## src/hdl/etsm_pkg.sv

```systemverilog
// shared types and constants for the engine test stand safety mode controller
package etsm_pkg;

  typedef enum logic [2:0] {
    MODE_INIT   = 3'd0,
    MODE_READY  = 3'd1,
    MODE_SEQ    = 3'd2,
    MODE_POST   = 3'd3,
    MODE_MANUAL = 3'd4,
    MODE_ABORT  = 3'd5
  } mode_t;

  localparam logic [2:0] KIND_TICK    = 3'd0;
  localparam logic [2:0] KIND_SWITCH  = 3'd1;
  localparam logic [2:0] KIND_RAISE   = 3'd2;
  localparam logic [2:0] KIND_ABORT   = 3'd3;
  localparam logic [2:0] KIND_REQUEST = 3'd4;

  localparam logic [1:0] SEQ_CMD_NONE   = 2'd0;
  localparam logic [1:0] SEQ_CMD_READY  = 2'd1;
  localparam logic [1:0] SEQ_CMD_FAILED = 2'd2;
  localparam logic [1:0] SEQ_CMD_UNINIT = 2'd3;

  localparam logic [2:0] SEQ_MODE_FAILED = 3'd2;
  localparam logic [2:0] SEQ_MODE_FIRE   = 3'd3;

  // register indexes on the configuration port
  localparam logic [2:0] REG_COLD_FLOW    = 3'd0;
  localparam logic [2:0] REG_MIN_PRESSURE = 3'd1;
  localparam logic [2:0] REG_HB_LOST      = 3'd2;
  localparam logic [2:0] REG_LINK_FAIL    = 3'd3;
  localparam logic [2:0] REG_SERVO_BIT    = 3'd4;
  localparam logic [2:0] REG_REMOTE_BIT   = 3'd5;
  localparam logic [2:0] REG_ADC_BIT      = 3'd6;

  localparam logic [14:0] MIN_PRESSURE_RESET = 15'd300;
  localparam logic [7:0]  HB_LOST_RESET      = 8'd1;
  localparam logic [7:0]  LINK_FAIL_RESET    = 8'd2;
  localparam logic [2:0]  SERVO_BIT_RESET    = 3'd2;
  localparam logic [2:0]  REMOTE_BIT_RESET   = 3'd1;
  localparam logic [2:0]  ADC_BIT_RESET      = 3'd3;

  // switch snapshot bit positions
  localparam int SV_CHANGED  = 9;
  localparam int SV_VALVE    = 7;
  localparam int SV_PYRO     = 6;
  localparam int SV_OVERRIDE = 5;

  typedef struct packed {
    logic        cold_flow_mode;
    logic [14:0] min_mainline_pressure;
    logic [7:0]  heartbeat_lost_code;
    logic [7:0]  link_restart_fail_code;
    logic [2:0]  servo_board_bit;
    logic [2:0]  remote_board_bit;
    logic [2:0]  adc_board_bit;
  } cfg_t;

  typedef struct packed {
    logic [2:0]         kind;
    logic [15:0]        switches;
    logic               interlock_released;
    logic               igniter_continuity;
    logic               valves_all_closed;
    logic signed [15:0] mainline_pressure;
    logic               heartbeats_started;
    logic [7:0]         heartbeat_status;
    logic [2:0]         sequencer_mode;
    logic [7:0]         error_in;
    logic [2:0]         requested_mode;
  } item_t;

  typedef struct packed {
    mode_t      mode;
    logic [7:0] fault_code;
    logic       make_safe;
    logic [1:0] sequencer_command;
    logic       sequencer_step;
    logic       manual_update;
    logic       manual_safe;
    logic       abort_notify;
    logic       error_report;
    logic       invalid_request;
    logic [9:0] switch_view;
  } res_t;

endpackage

```

## src/hdl/etsm_cfg.sv

```systemverilog
// configuration registers behind the apb-style port
module etsm_cfg import etsm_pkg::*; (
  input  logic        clk,
  input  logic        rst,
  input  logic        psel,
  input  logic        penable,
  input  logic        pwrite,
  input  logic [4:0]  paddr,
  input  logic [31:0] pwdata,
  output logic [31:0] prdata,
  output logic        pready,
  output cfg_t        cfg
);

  logic [2:0] idx;
  logic       wr;

  assign idx    = paddr[4:2];
  assign wr     = psel && penable && pwrite;
  assign pready = 1'b1;

  always_ff @(posedge clk) begin
    if (rst) begin
      cfg.cold_flow_mode         <= 1'b0;
      cfg.min_mainline_pressure  <= MIN_PRESSURE_RESET;
      cfg.heartbeat_lost_code    <= HB_LOST_RESET;
      cfg.link_restart_fail_code <= LINK_FAIL_RESET;
      cfg.servo_board_bit        <= SERVO_BIT_RESET;
      cfg.remote_board_bit       <= REMOTE_BIT_RESET;
      cfg.adc_board_bit          <= ADC_BIT_RESET;
    end else if (wr) begin
      case (idx)
        REG_COLD_FLOW:    cfg.cold_flow_mode         <= pwdata[0];
        REG_MIN_PRESSURE: cfg.min_mainline_pressure  <= pwdata[14:0];
        REG_HB_LOST:      cfg.heartbeat_lost_code    <= pwdata[7:0];
        REG_LINK_FAIL:    cfg.link_restart_fail_code <= pwdata[7:0];
        REG_SERVO_BIT:    cfg.servo_board_bit        <= pwdata[2:0];
        REG_REMOTE_BIT:   cfg.remote_board_bit       <= pwdata[2:0];
        REG_ADC_BIT:      cfg.adc_board_bit          <= pwdata[2:0];
        default: ;
      endcase
    end
  end

  always_comb begin
    case (idx)
      REG_COLD_FLOW:    prdata = {31'd0, cfg.cold_flow_mode};
      REG_MIN_PRESSURE: prdata = {17'd0, cfg.min_mainline_pressure};
      REG_HB_LOST:      prdata = {24'd0, cfg.heartbeat_lost_code};
      REG_LINK_FAIL:    prdata = {24'd0, cfg.link_restart_fail_code};
      REG_SERVO_BIT:    prdata = {29'd0, cfg.servo_board_bit};
      REG_REMOTE_BIT:   prdata = {29'd0, cfg.remote_board_bit};
      REG_ADC_BIT:      prdata = {29'd0, cfg.adc_board_bit};
      default:          prdata = 32'd0;
    endcase
  end

endmodule

```

## src/hdl/etsm_core.sv

```systemverilog
// mode state registers and the per-word mode transition logic
module etsm_core import etsm_pkg::*; (
  input  logic  clk,
  input  logic  rst,
  input  logic  step,
  input  item_t item,
  input  cfg_t  cfg,
  output res_t  res
);

  mode_t       mode_reg, mode_next;
  logic [7:0]  error_reg, error_next;
  logic [15:0] last_switch_word, last_switch_word_next;
  logic [9:0]  sw_latch, sw_latch_next;

  logic  arm_pair, override_on, changed, checks_ok, firing, hb_lost;
  logic  go;
  mode_t target;
  logic  view_held;
  logic [9:0] view_hold;

  assign arm_pair    = sw_latch[SV_VALVE] && sw_latch[SV_PYRO];
  assign override_on = sw_latch[SV_OVERRIDE];
  assign changed     = sw_latch[SV_CHANGED];
  assign firing      = (item.sequencer_mode == SEQ_MODE_FIRE);

  assign checks_ok = arm_pair && !override_on && item.interlock_released &&
                     (cfg.cold_flow_mode || item.igniter_continuity) &&
                     item.valves_all_closed &&
                     (item.mainline_pressure >= $signed({1'b0, cfg.min_mainline_pressure}));

  assign hb_lost = !item.heartbeat_status[cfg.servo_board_bit] ||
                   (!firing && (!item.heartbeat_status[cfg.remote_board_bit] ||
                                !item.heartbeat_status[cfg.adc_board_bit]));

  always_comb begin
    res                   = '0;
    go                    = 1'b0;
    target                = mode_reg;
    error_next            = error_reg;
    last_switch_word_next = last_switch_word;
    sw_latch_next         = sw_latch;
    view_held             = 1'b0;
    view_hold             = sw_latch;

    case (item.kind)
      KIND_TICK: begin
        case (mode_reg)
          MODE_INIT: begin
            if (item.heartbeats_started) begin
              go = 1'b1; target = MODE_READY;
            end
          end
          MODE_READY: begin
            if (override_on) begin
              go = 1'b1; target = MODE_MANUAL;
            end else if (checks_ok) begin
              go = 1'b1; target = MODE_SEQ;
            end
          end
          MODE_SEQ: begin
            if (!arm_pair || override_on || !item.interlock_released) begin
              go     = 1'b1;
              target = (item.sequencer_mode <= SEQ_MODE_FAILED) ? MODE_READY : MODE_ABORT;
            end else begin
              res.sequencer_step = 1'b1;
            end
          end
          MODE_POST: begin
            if (!arm_pair && !item.interlock_released) begin
              go = 1'b1; target = MODE_READY;
            end
          end
          MODE_MANUAL: begin
            if (!override_on) begin
              go = 1'b1; target = MODE_READY;
            end else if (changed) begin
              // hand the snapshot out once, then drop the changed mark
              res.manual_update = 1'b1;
              view_held = 1'b1;
              sw_latch_next[SV_CHANGED] = 1'b0;
            end
          end
          default: begin
            if (!sw_latch[SV_PYRO] && !sw_latch[SV_VALVE] && !override_on &&
                !item.interlock_released && changed) begin
              go = 1'b1; target = MODE_READY;
            end
          end
        endcase
      end
      KIND_SWITCH: begin
        if (item.switches != last_switch_word)
          sw_latch_next = {1'b1, item.switches[15:12], item.switches[7:3]};
        last_switch_word_next = item.switches;
      end
      KIND_RAISE: begin
        res.error_report = 1'b1;
        // heartbeat rule wins when both codes are equal
        if (item.error_in == cfg.heartbeat_lost_code) begin
          if (hb_lost) begin
            error_next = cfg.heartbeat_lost_code;
            go = 1'b1; target = MODE_ABORT;
          end
        end else if (item.error_in == cfg.link_restart_fail_code) begin
          if (!firing) begin
            error_next = cfg.link_restart_fail_code;
            go = 1'b1; target = MODE_ABORT;
          end
        end else begin
          go = 1'b1; target = MODE_ABORT;
        end
      end
      KIND_ABORT: begin
        error_next = item.error_in;
        go = 1'b1; target = MODE_ABORT;
      end
      KIND_REQUEST: begin
        if (item.requested_mode > 3'(MODE_ABORT)) begin
          res.invalid_request = 1'b1;
        end else begin
          go = 1'b1; target = mode_t'(item.requested_mode);
        end
      end
      default: ;
    endcase

    mode_next = mode_reg;
    if (go && (target != mode_reg)) begin
      // exit actions of the old mode
      case (mode_reg)
        MODE_INIT: res.make_safe = 1'b1;
        MODE_SEQ: begin
          res.make_safe = 1'b1;
          res.sequencer_command = SEQ_CMD_UNINIT;
        end
        MODE_MANUAL: res.manual_safe = 1'b1;
        MODE_ABORT:  error_next = 8'd0;
        default: ;
      endcase
      // entry actions of the new mode
      case (target)
        MODE_INIT: res.make_safe = 1'b1;
        MODE_SEQ:  res.sequencer_command = checks_ok ? SEQ_CMD_READY : SEQ_CMD_FAILED;
        MODE_ABORT: begin
          res.make_safe = 1'b1;
          res.abort_notify = 1'b1;
          sw_latch_next[SV_CHANGED] = 1'b0;
        end
        default: ;
      endcase
      mode_next = target;
    end

    res.mode        = mode_next;
    res.fault_code  = error_next;
    res.switch_view = view_held ? view_hold : sw_latch_next;
  end

  always_ff @(posedge clk) begin
    if (rst) begin
      mode_reg         <= MODE_INIT;
      error_reg        <= 8'd0;
      last_switch_word <= 16'd0;
      sw_latch         <= 10'd0;
    end else if (step) begin
      mode_reg         <= mode_next;
      error_reg        <= error_next;
      last_switch_word <= last_switch_word_next;
      sw_latch         <= sw_latch_next;
    end
  end

endmodule

```

## src/hdl/engine_test_safety_mode_fsm_top.sv

```systemverilog
// engine test stand safety mode controller: input register, mode logic, result register
// an accepted word waits in the input register, its result word in the result register
// throughput: one word per cycle unless stalled, set by the combinational mode update
// between the registers; both stall together while out_valid is high and out_ready low
// reset (synchronous, rst high): mode init, error code, switch word and snapshot zero,
// configuration registers to their defaults; no actions are signaled at reset
module engine_test_safety_mode_fsm_top import etsm_pkg::*; (
  input  logic        clk,
  input  logic        rst,
  input  logic        psel,
  input  logic        penable,
  input  logic        pwrite,
  input  logic [4:0]  paddr,
  input  logic [31:0] pwdata,
  output logic [31:0] prdata,
  output logic        pready,
  input  logic        in_valid,
  output logic        in_ready,
  input  logic [2:0]  kind,
  input  logic [15:0] switches,
  input  logic        interlock_released,
  input  logic        igniter_continuity,
  input  logic        valves_all_closed,
  input  logic signed [15:0] mainline_pressure,
  input  logic        heartbeats_started,
  input  logic [7:0]  heartbeat_status,
  input  logic [2:0]  sequencer_mode,
  input  logic [7:0]  error_in,
  input  logic [2:0]  requested_mode,
  output logic        out_valid,
  input  logic        out_ready,
  output logic [2:0]  mode,
  output logic [7:0]  fault_code,
  output logic        make_safe,
  output logic [1:0]  sequencer_command,
  output logic        sequencer_step,
  output logic        manual_update,
  output logic        manual_safe,
  output logic        abort_notify,
  output logic        error_report,
  output logic        invalid_request,
  output logic [9:0]  switch_view
);

  cfg_t  cfg;
  item_t item_q;
  logic  item_valid;
  logic  advance;
  res_t  res;
  res_t  res_q;

  etsm_cfg u_cfg (
    .clk     (clk),
    .rst     (rst),
    .psel    (psel),
    .penable (penable),
    .pwrite  (pwrite),
    .paddr   (paddr),
    .pwdata  (pwdata),
    .prdata  (prdata),
    .pready  (pready),
    .cfg     (cfg)
  );

  etsm_core u_core (
    .clk  (clk),
    .rst  (rst),
    .step (advance),
    .item (item_q),
    .cfg  (cfg),
    .res  (res)
  );

  // held word moves on when the result register is empty or being drained
  assign advance  = item_valid && (!out_valid || out_ready);
  assign in_ready = !item_valid || advance;

  always_ff @(posedge clk) begin
    if (rst) begin
      item_valid <= 1'b0;
      out_valid  <= 1'b0;
    end else begin
      if (in_ready)
        item_valid <= in_valid;
      if (advance)
        out_valid <= 1'b1;
      else if (out_ready)
        out_valid <= 1'b0;
    end
  end

  always_ff @(posedge clk) begin
    if (in_valid && in_ready) begin
      item_q.kind               <= kind;
      item_q.switches           <= switches;
      item_q.interlock_released <= interlock_released;
      item_q.igniter_continuity <= igniter_continuity;
      item_q.valves_all_closed  <= valves_all_closed;
      item_q.mainline_pressure  <= mainline_pressure;
      item_q.heartbeats_started <= heartbeats_started;
      item_q.heartbeat_status   <= heartbeat_status;
      item_q.sequencer_mode     <= sequencer_mode;
      item_q.error_in           <= error_in;
      item_q.requested_mode     <= requested_mode;
    end
    if (advance)
      res_q <= res;
  end

  assign mode              = res_q.mode;
  assign fault_code        = res_q.fault_code;
  assign make_safe         = res_q.make_safe;
  assign sequencer_command = res_q.sequencer_command;
  assign sequencer_step    = res_q.sequencer_step;
  assign manual_update     = res_q.manual_update;
  assign manual_safe       = res_q.manual_safe;
  assign abort_notify      = res_q.abort_notify;
  assign error_report      = res_q.error_report;
  assign invalid_request   = res_q.invalid_request;
  assign switch_view       = res_q.switch_view;

endmodule
```

## config.mk

```make
export PLATFORM = sky130hd
export DESIGN_NAME = engine_test_safety_mode_fsm_top
export DESIGN_NICKNAME = d
export VERILOG_FILES = /design/src/hdl/etsm_pkg.sv /design/src/hdl/etsm_cfg.sv /design/src/hdl/etsm_core.sv /design/src/hdl/engine_test_safety_mode_fsm_top.sv
export SDC_FILE = /design/constraint.sdc
export NUM_CORES = 1
export LEC_CHECK = 0
export ABC_AREA = 1
export BUFFER_PORTS_ARGS = -buffer_cell sky130_fd_sc_hd__clkbuf_2
export CORE_ASPECT_RATIO = 0.5
export CORE_UTILIZATION = 40
export DETAILED_ROUTE_END_ITERATION = 12
export GPL_TIMING_DRIVEN = 0
export PLACE_DENSITY = 0.66
export SLEW_MARGIN = 20
export SYNTH_ARGS = -nofsm -noshare
export SYNTH_HDL_FRONTEND = slang
export SYNTH_SLANG_ARGS = --single-unit
```

## constraint.sdc

```tcl
create_clock -name clk -period 5 [get_ports clk]
set_input_delay 1 -clock clk [delete_from_list [all_inputs] [get_ports clk]]
set_output_delay 1 -clock clk [all_outputs]
set_load 0.05 [all_outputs]
```

==> impl_metrics.yaml <==
timing:
  tns_ns: 0
  timing.slew.headroom: 0.459
  max_freq_mhz: 274
  rsz0062_at_grt: "no"
  setup_viol: 0
  fin_crit_ns: 3.65
  post-route-period-util: 0.730
  worst_slack_ns: 1.35
  tightest_slew_ns: 0.806
  skew_ns: 0.0160
  slew_violations: 0
  hold_viol: 0
route:
  wire_per_inst_um: 15.3
  dr.pass1.iters: 5
  routed_wirelength_um: 21900
  ant_nets: 0
  vias: 7208
  viasPerCell: 5.02
  initialDrtViolationCount: 503
  drc_errors: 0
layout:
  layout_commonest_cell: "nand2_1"
  largest_reg_flops: 61
  final_cell_mix: "nand2_1 (137), clkbuf_2 (131), inv_1 (128)"
  num_antenna_cells: 0
  multi_input_area_mm2: 0.00332
  finalNetCount: 1269
  largestRegisters: "item_q: 61 flops, u_cfg.cfg: 41 flops, u_core.last_switch_word: 16 flops"
  syn_to_final_growth_pct: 19.9
  seq_area_mm2: 0.00433
  largest_register: "item_q"
  drive_above_1_share: 0.213
  nFillCells: 1969
setup_path:
  worst_r2r_endpoint: "fault_code[5]$_DFFE_PP_"
  cp_cell_sequence: "clkbuf_2, nor3_1, inv_1, clkbuf_1, o221ai_1, clkbuf_2"
  arrival_ns: 2.65
  end_kind: "primary output"
  path_common_cell: "clkbuf_2"
  worst-path-buf-inv: 4
  cpMaxStageDelayCell: "o221ai_1"
  cpLargestDelayFamily: "buffers and inverters"
  critical_path_required_ns: 4.00
  critPathKind: "in2out"
  worst-r2r-cell-count: 17
  start_kind: "primary input"
  r2r_setup_slack_ns: 2.29
  cp_max_fo: 10
  critPathMaxStageDelay_ns: 0.39
  r2r-start: "item_q[37]$_DFFE_PP_"
cts:
  post-cts-setup-buffer-count: 0
  cts-root-buf: "clkbuf_16"
  path_clk_slew_ns: 0.07
  cts_tree: "done"
  post_cts_resized: 0
  postCtsHoldBufs: 0
  insertion_delay_ns: 0.44
  cts_buffer_depth: 2
  cts_inserted_buffers: 17
  clock_sinks: 171
  htreeDepth: 4
logic_synthesis:
  synth-edff-count: 91
  syn_area_per_cell_um2: 8.58
  seq_area_frac_synth: 0.515
  ys_types: 48
  syn_area_mm2: 0.00841
  synth_ff_type: "edfxtp_1"
  async_reset_ff_frac: 0
  ys_ff_latch: 171
  yosys.area.top_type: "edfxtp_1"
  synth_area_leaders: "edfxtp_1 (32%), dfxtp_1 (19%), nand2_1 (6.1%)"
  yosys_warnings: 0
  synth_top_cell_area_share: 0.325
  synthCells: 981
worst_hold_path:
  hp-start: "u_cfg.cfg[31]$_SDFFE_PP0P_"
  hold_depth: 2
  hold_path_class: "reg2reg"
  worstHoldEndpoint: "u_cfg.cfg[31]$_SDFFE_PP0P_"
grt:
  grt.total_usage: 0.207
  grt_max_degree: 54
  grt_pass1_vias: 6951
  grt_first_pass_wirelength_um: 35200
  antenna_found_initial: 0
  overflow: 0
floorplanning:
  core-area_mm2: 0.0206
  num_rows: 37
  die_x_um: 207
  die_area_mm2: 0.0217
  dieHeight_um: 105
  initial_core_util: 0.408
  io_pins: 170
power_and_ir_drop:
  p_leak_nw: 4.47
  p_per_area_mw_per_mm2: 332
  power_mw: 3.35
  vdd_ir_drop_max_mv: 0.238
status:
  status: "finished, final reports clean"
place:
  dp_hpwl_um: 16700
  pre_cts_ws_ns: 1.38
  gp_congestion: 0.950
  port_buffers: 131
run:
  drv_cap: 0
worst max-delay path by stage:
stage,start,to,cells past startpoint
floorplan,paddr[4],prdata[1],3
global placement,out_ready,u_core.error_reg[7]$_SDFFE_PP0P_,9
detailed placement,paddr[4],prdata[6],6
CTS,paddr[4],prdata[6],6
global route,paddr[3],prdata[0],8
finish,paddr[4],prdata[6],6
per-layer routing:
layer	track usage	share of wire	up-vias
li1	-	-	3590
met1	0.279	0.48	3344
met2	0.330	0.44	244
met3	0.0484	0.063	30
met4	0.0634	0.017	0
met5	0	0	-
power by group:
group	total [mW]	internal, mW	switching [mW]
sequential	1.59	1.56	0.0389
clock	1.27	0.658	0.615
combinational	0.483	0.148	0.335
total	3.35	2.36	0.989
synthesized netlist by cell type (3+ instances only):
library cell	number
inv_1	129
a31oi_1	3
o21ai_1	15
nand2_1	137
xor2_1	15
nand4_1	7
o211ai_1	8
o21ai_2	10
nor3_1	16
buf_4	20
nand3_1	44
a21oi_1	89
o22ai_1	3
xnor2_1	9
nor2_2	5
nor2_1	99
a21oi_2	3
edfxtp_1	91
o221ai_1	7
inv_2	9
buf_2	5
nand3_2	5
clkbuf_1	22
nand2_2	14
dfxtp_1	80
buf_6	3
ha_1	15
o21ai_0	93
area by class of cell:
| type | instances | share of cell area |
|---|---|---|
| multi-input cells | 636 | 0.329 |
| inverters | 139 | 0.0520 |
| clock inverters | 14 | 0.0130 |
| well taps | 273 | 0.0339 |
| flip-flops and latches | 171 | 0.430 |
| plain buffers | 51 | 0.0294 |
| repair buffers | 133 | 0.0704 |
| clock buffers | 18 | 0.0425 |
logic make-up (layout without fill, tap and decap cells):
logic type	count (synthesis)	count (layout)	share of synthesized area
simple gates	340	340	0.181
compound gates	239	239	0.158
buf+inv	190	355	0.0971
flops	171	171	0.515
xor+xnor	24	24	0.0250
fa+ha+maj	15	15	0.0223
other cells	2	18	0.000893
through the flow:
stage	cell area [µm²]	instances	hold WS (ns)	util
after floorplan	8470	997	0.455	-
after global placement	9470	1401	0.473	0.460
after detailed placement	9530	1403	0.487	0.463
after CTS	10100	1435	0.500	0.490
after global routing	10100	1435	0.520	0.490
final	10100	1435	0.499	0.490
worst min-delay path: cells and delay by family, from the launching register on:
kind | cells | cell delay, ns
AO/OA/AOI/OAI | 1 | 0.07
buffers and inverters | 1 | 0.09
flip-flops | 1 | 0.30
Power figures use the tool's default switching activity.
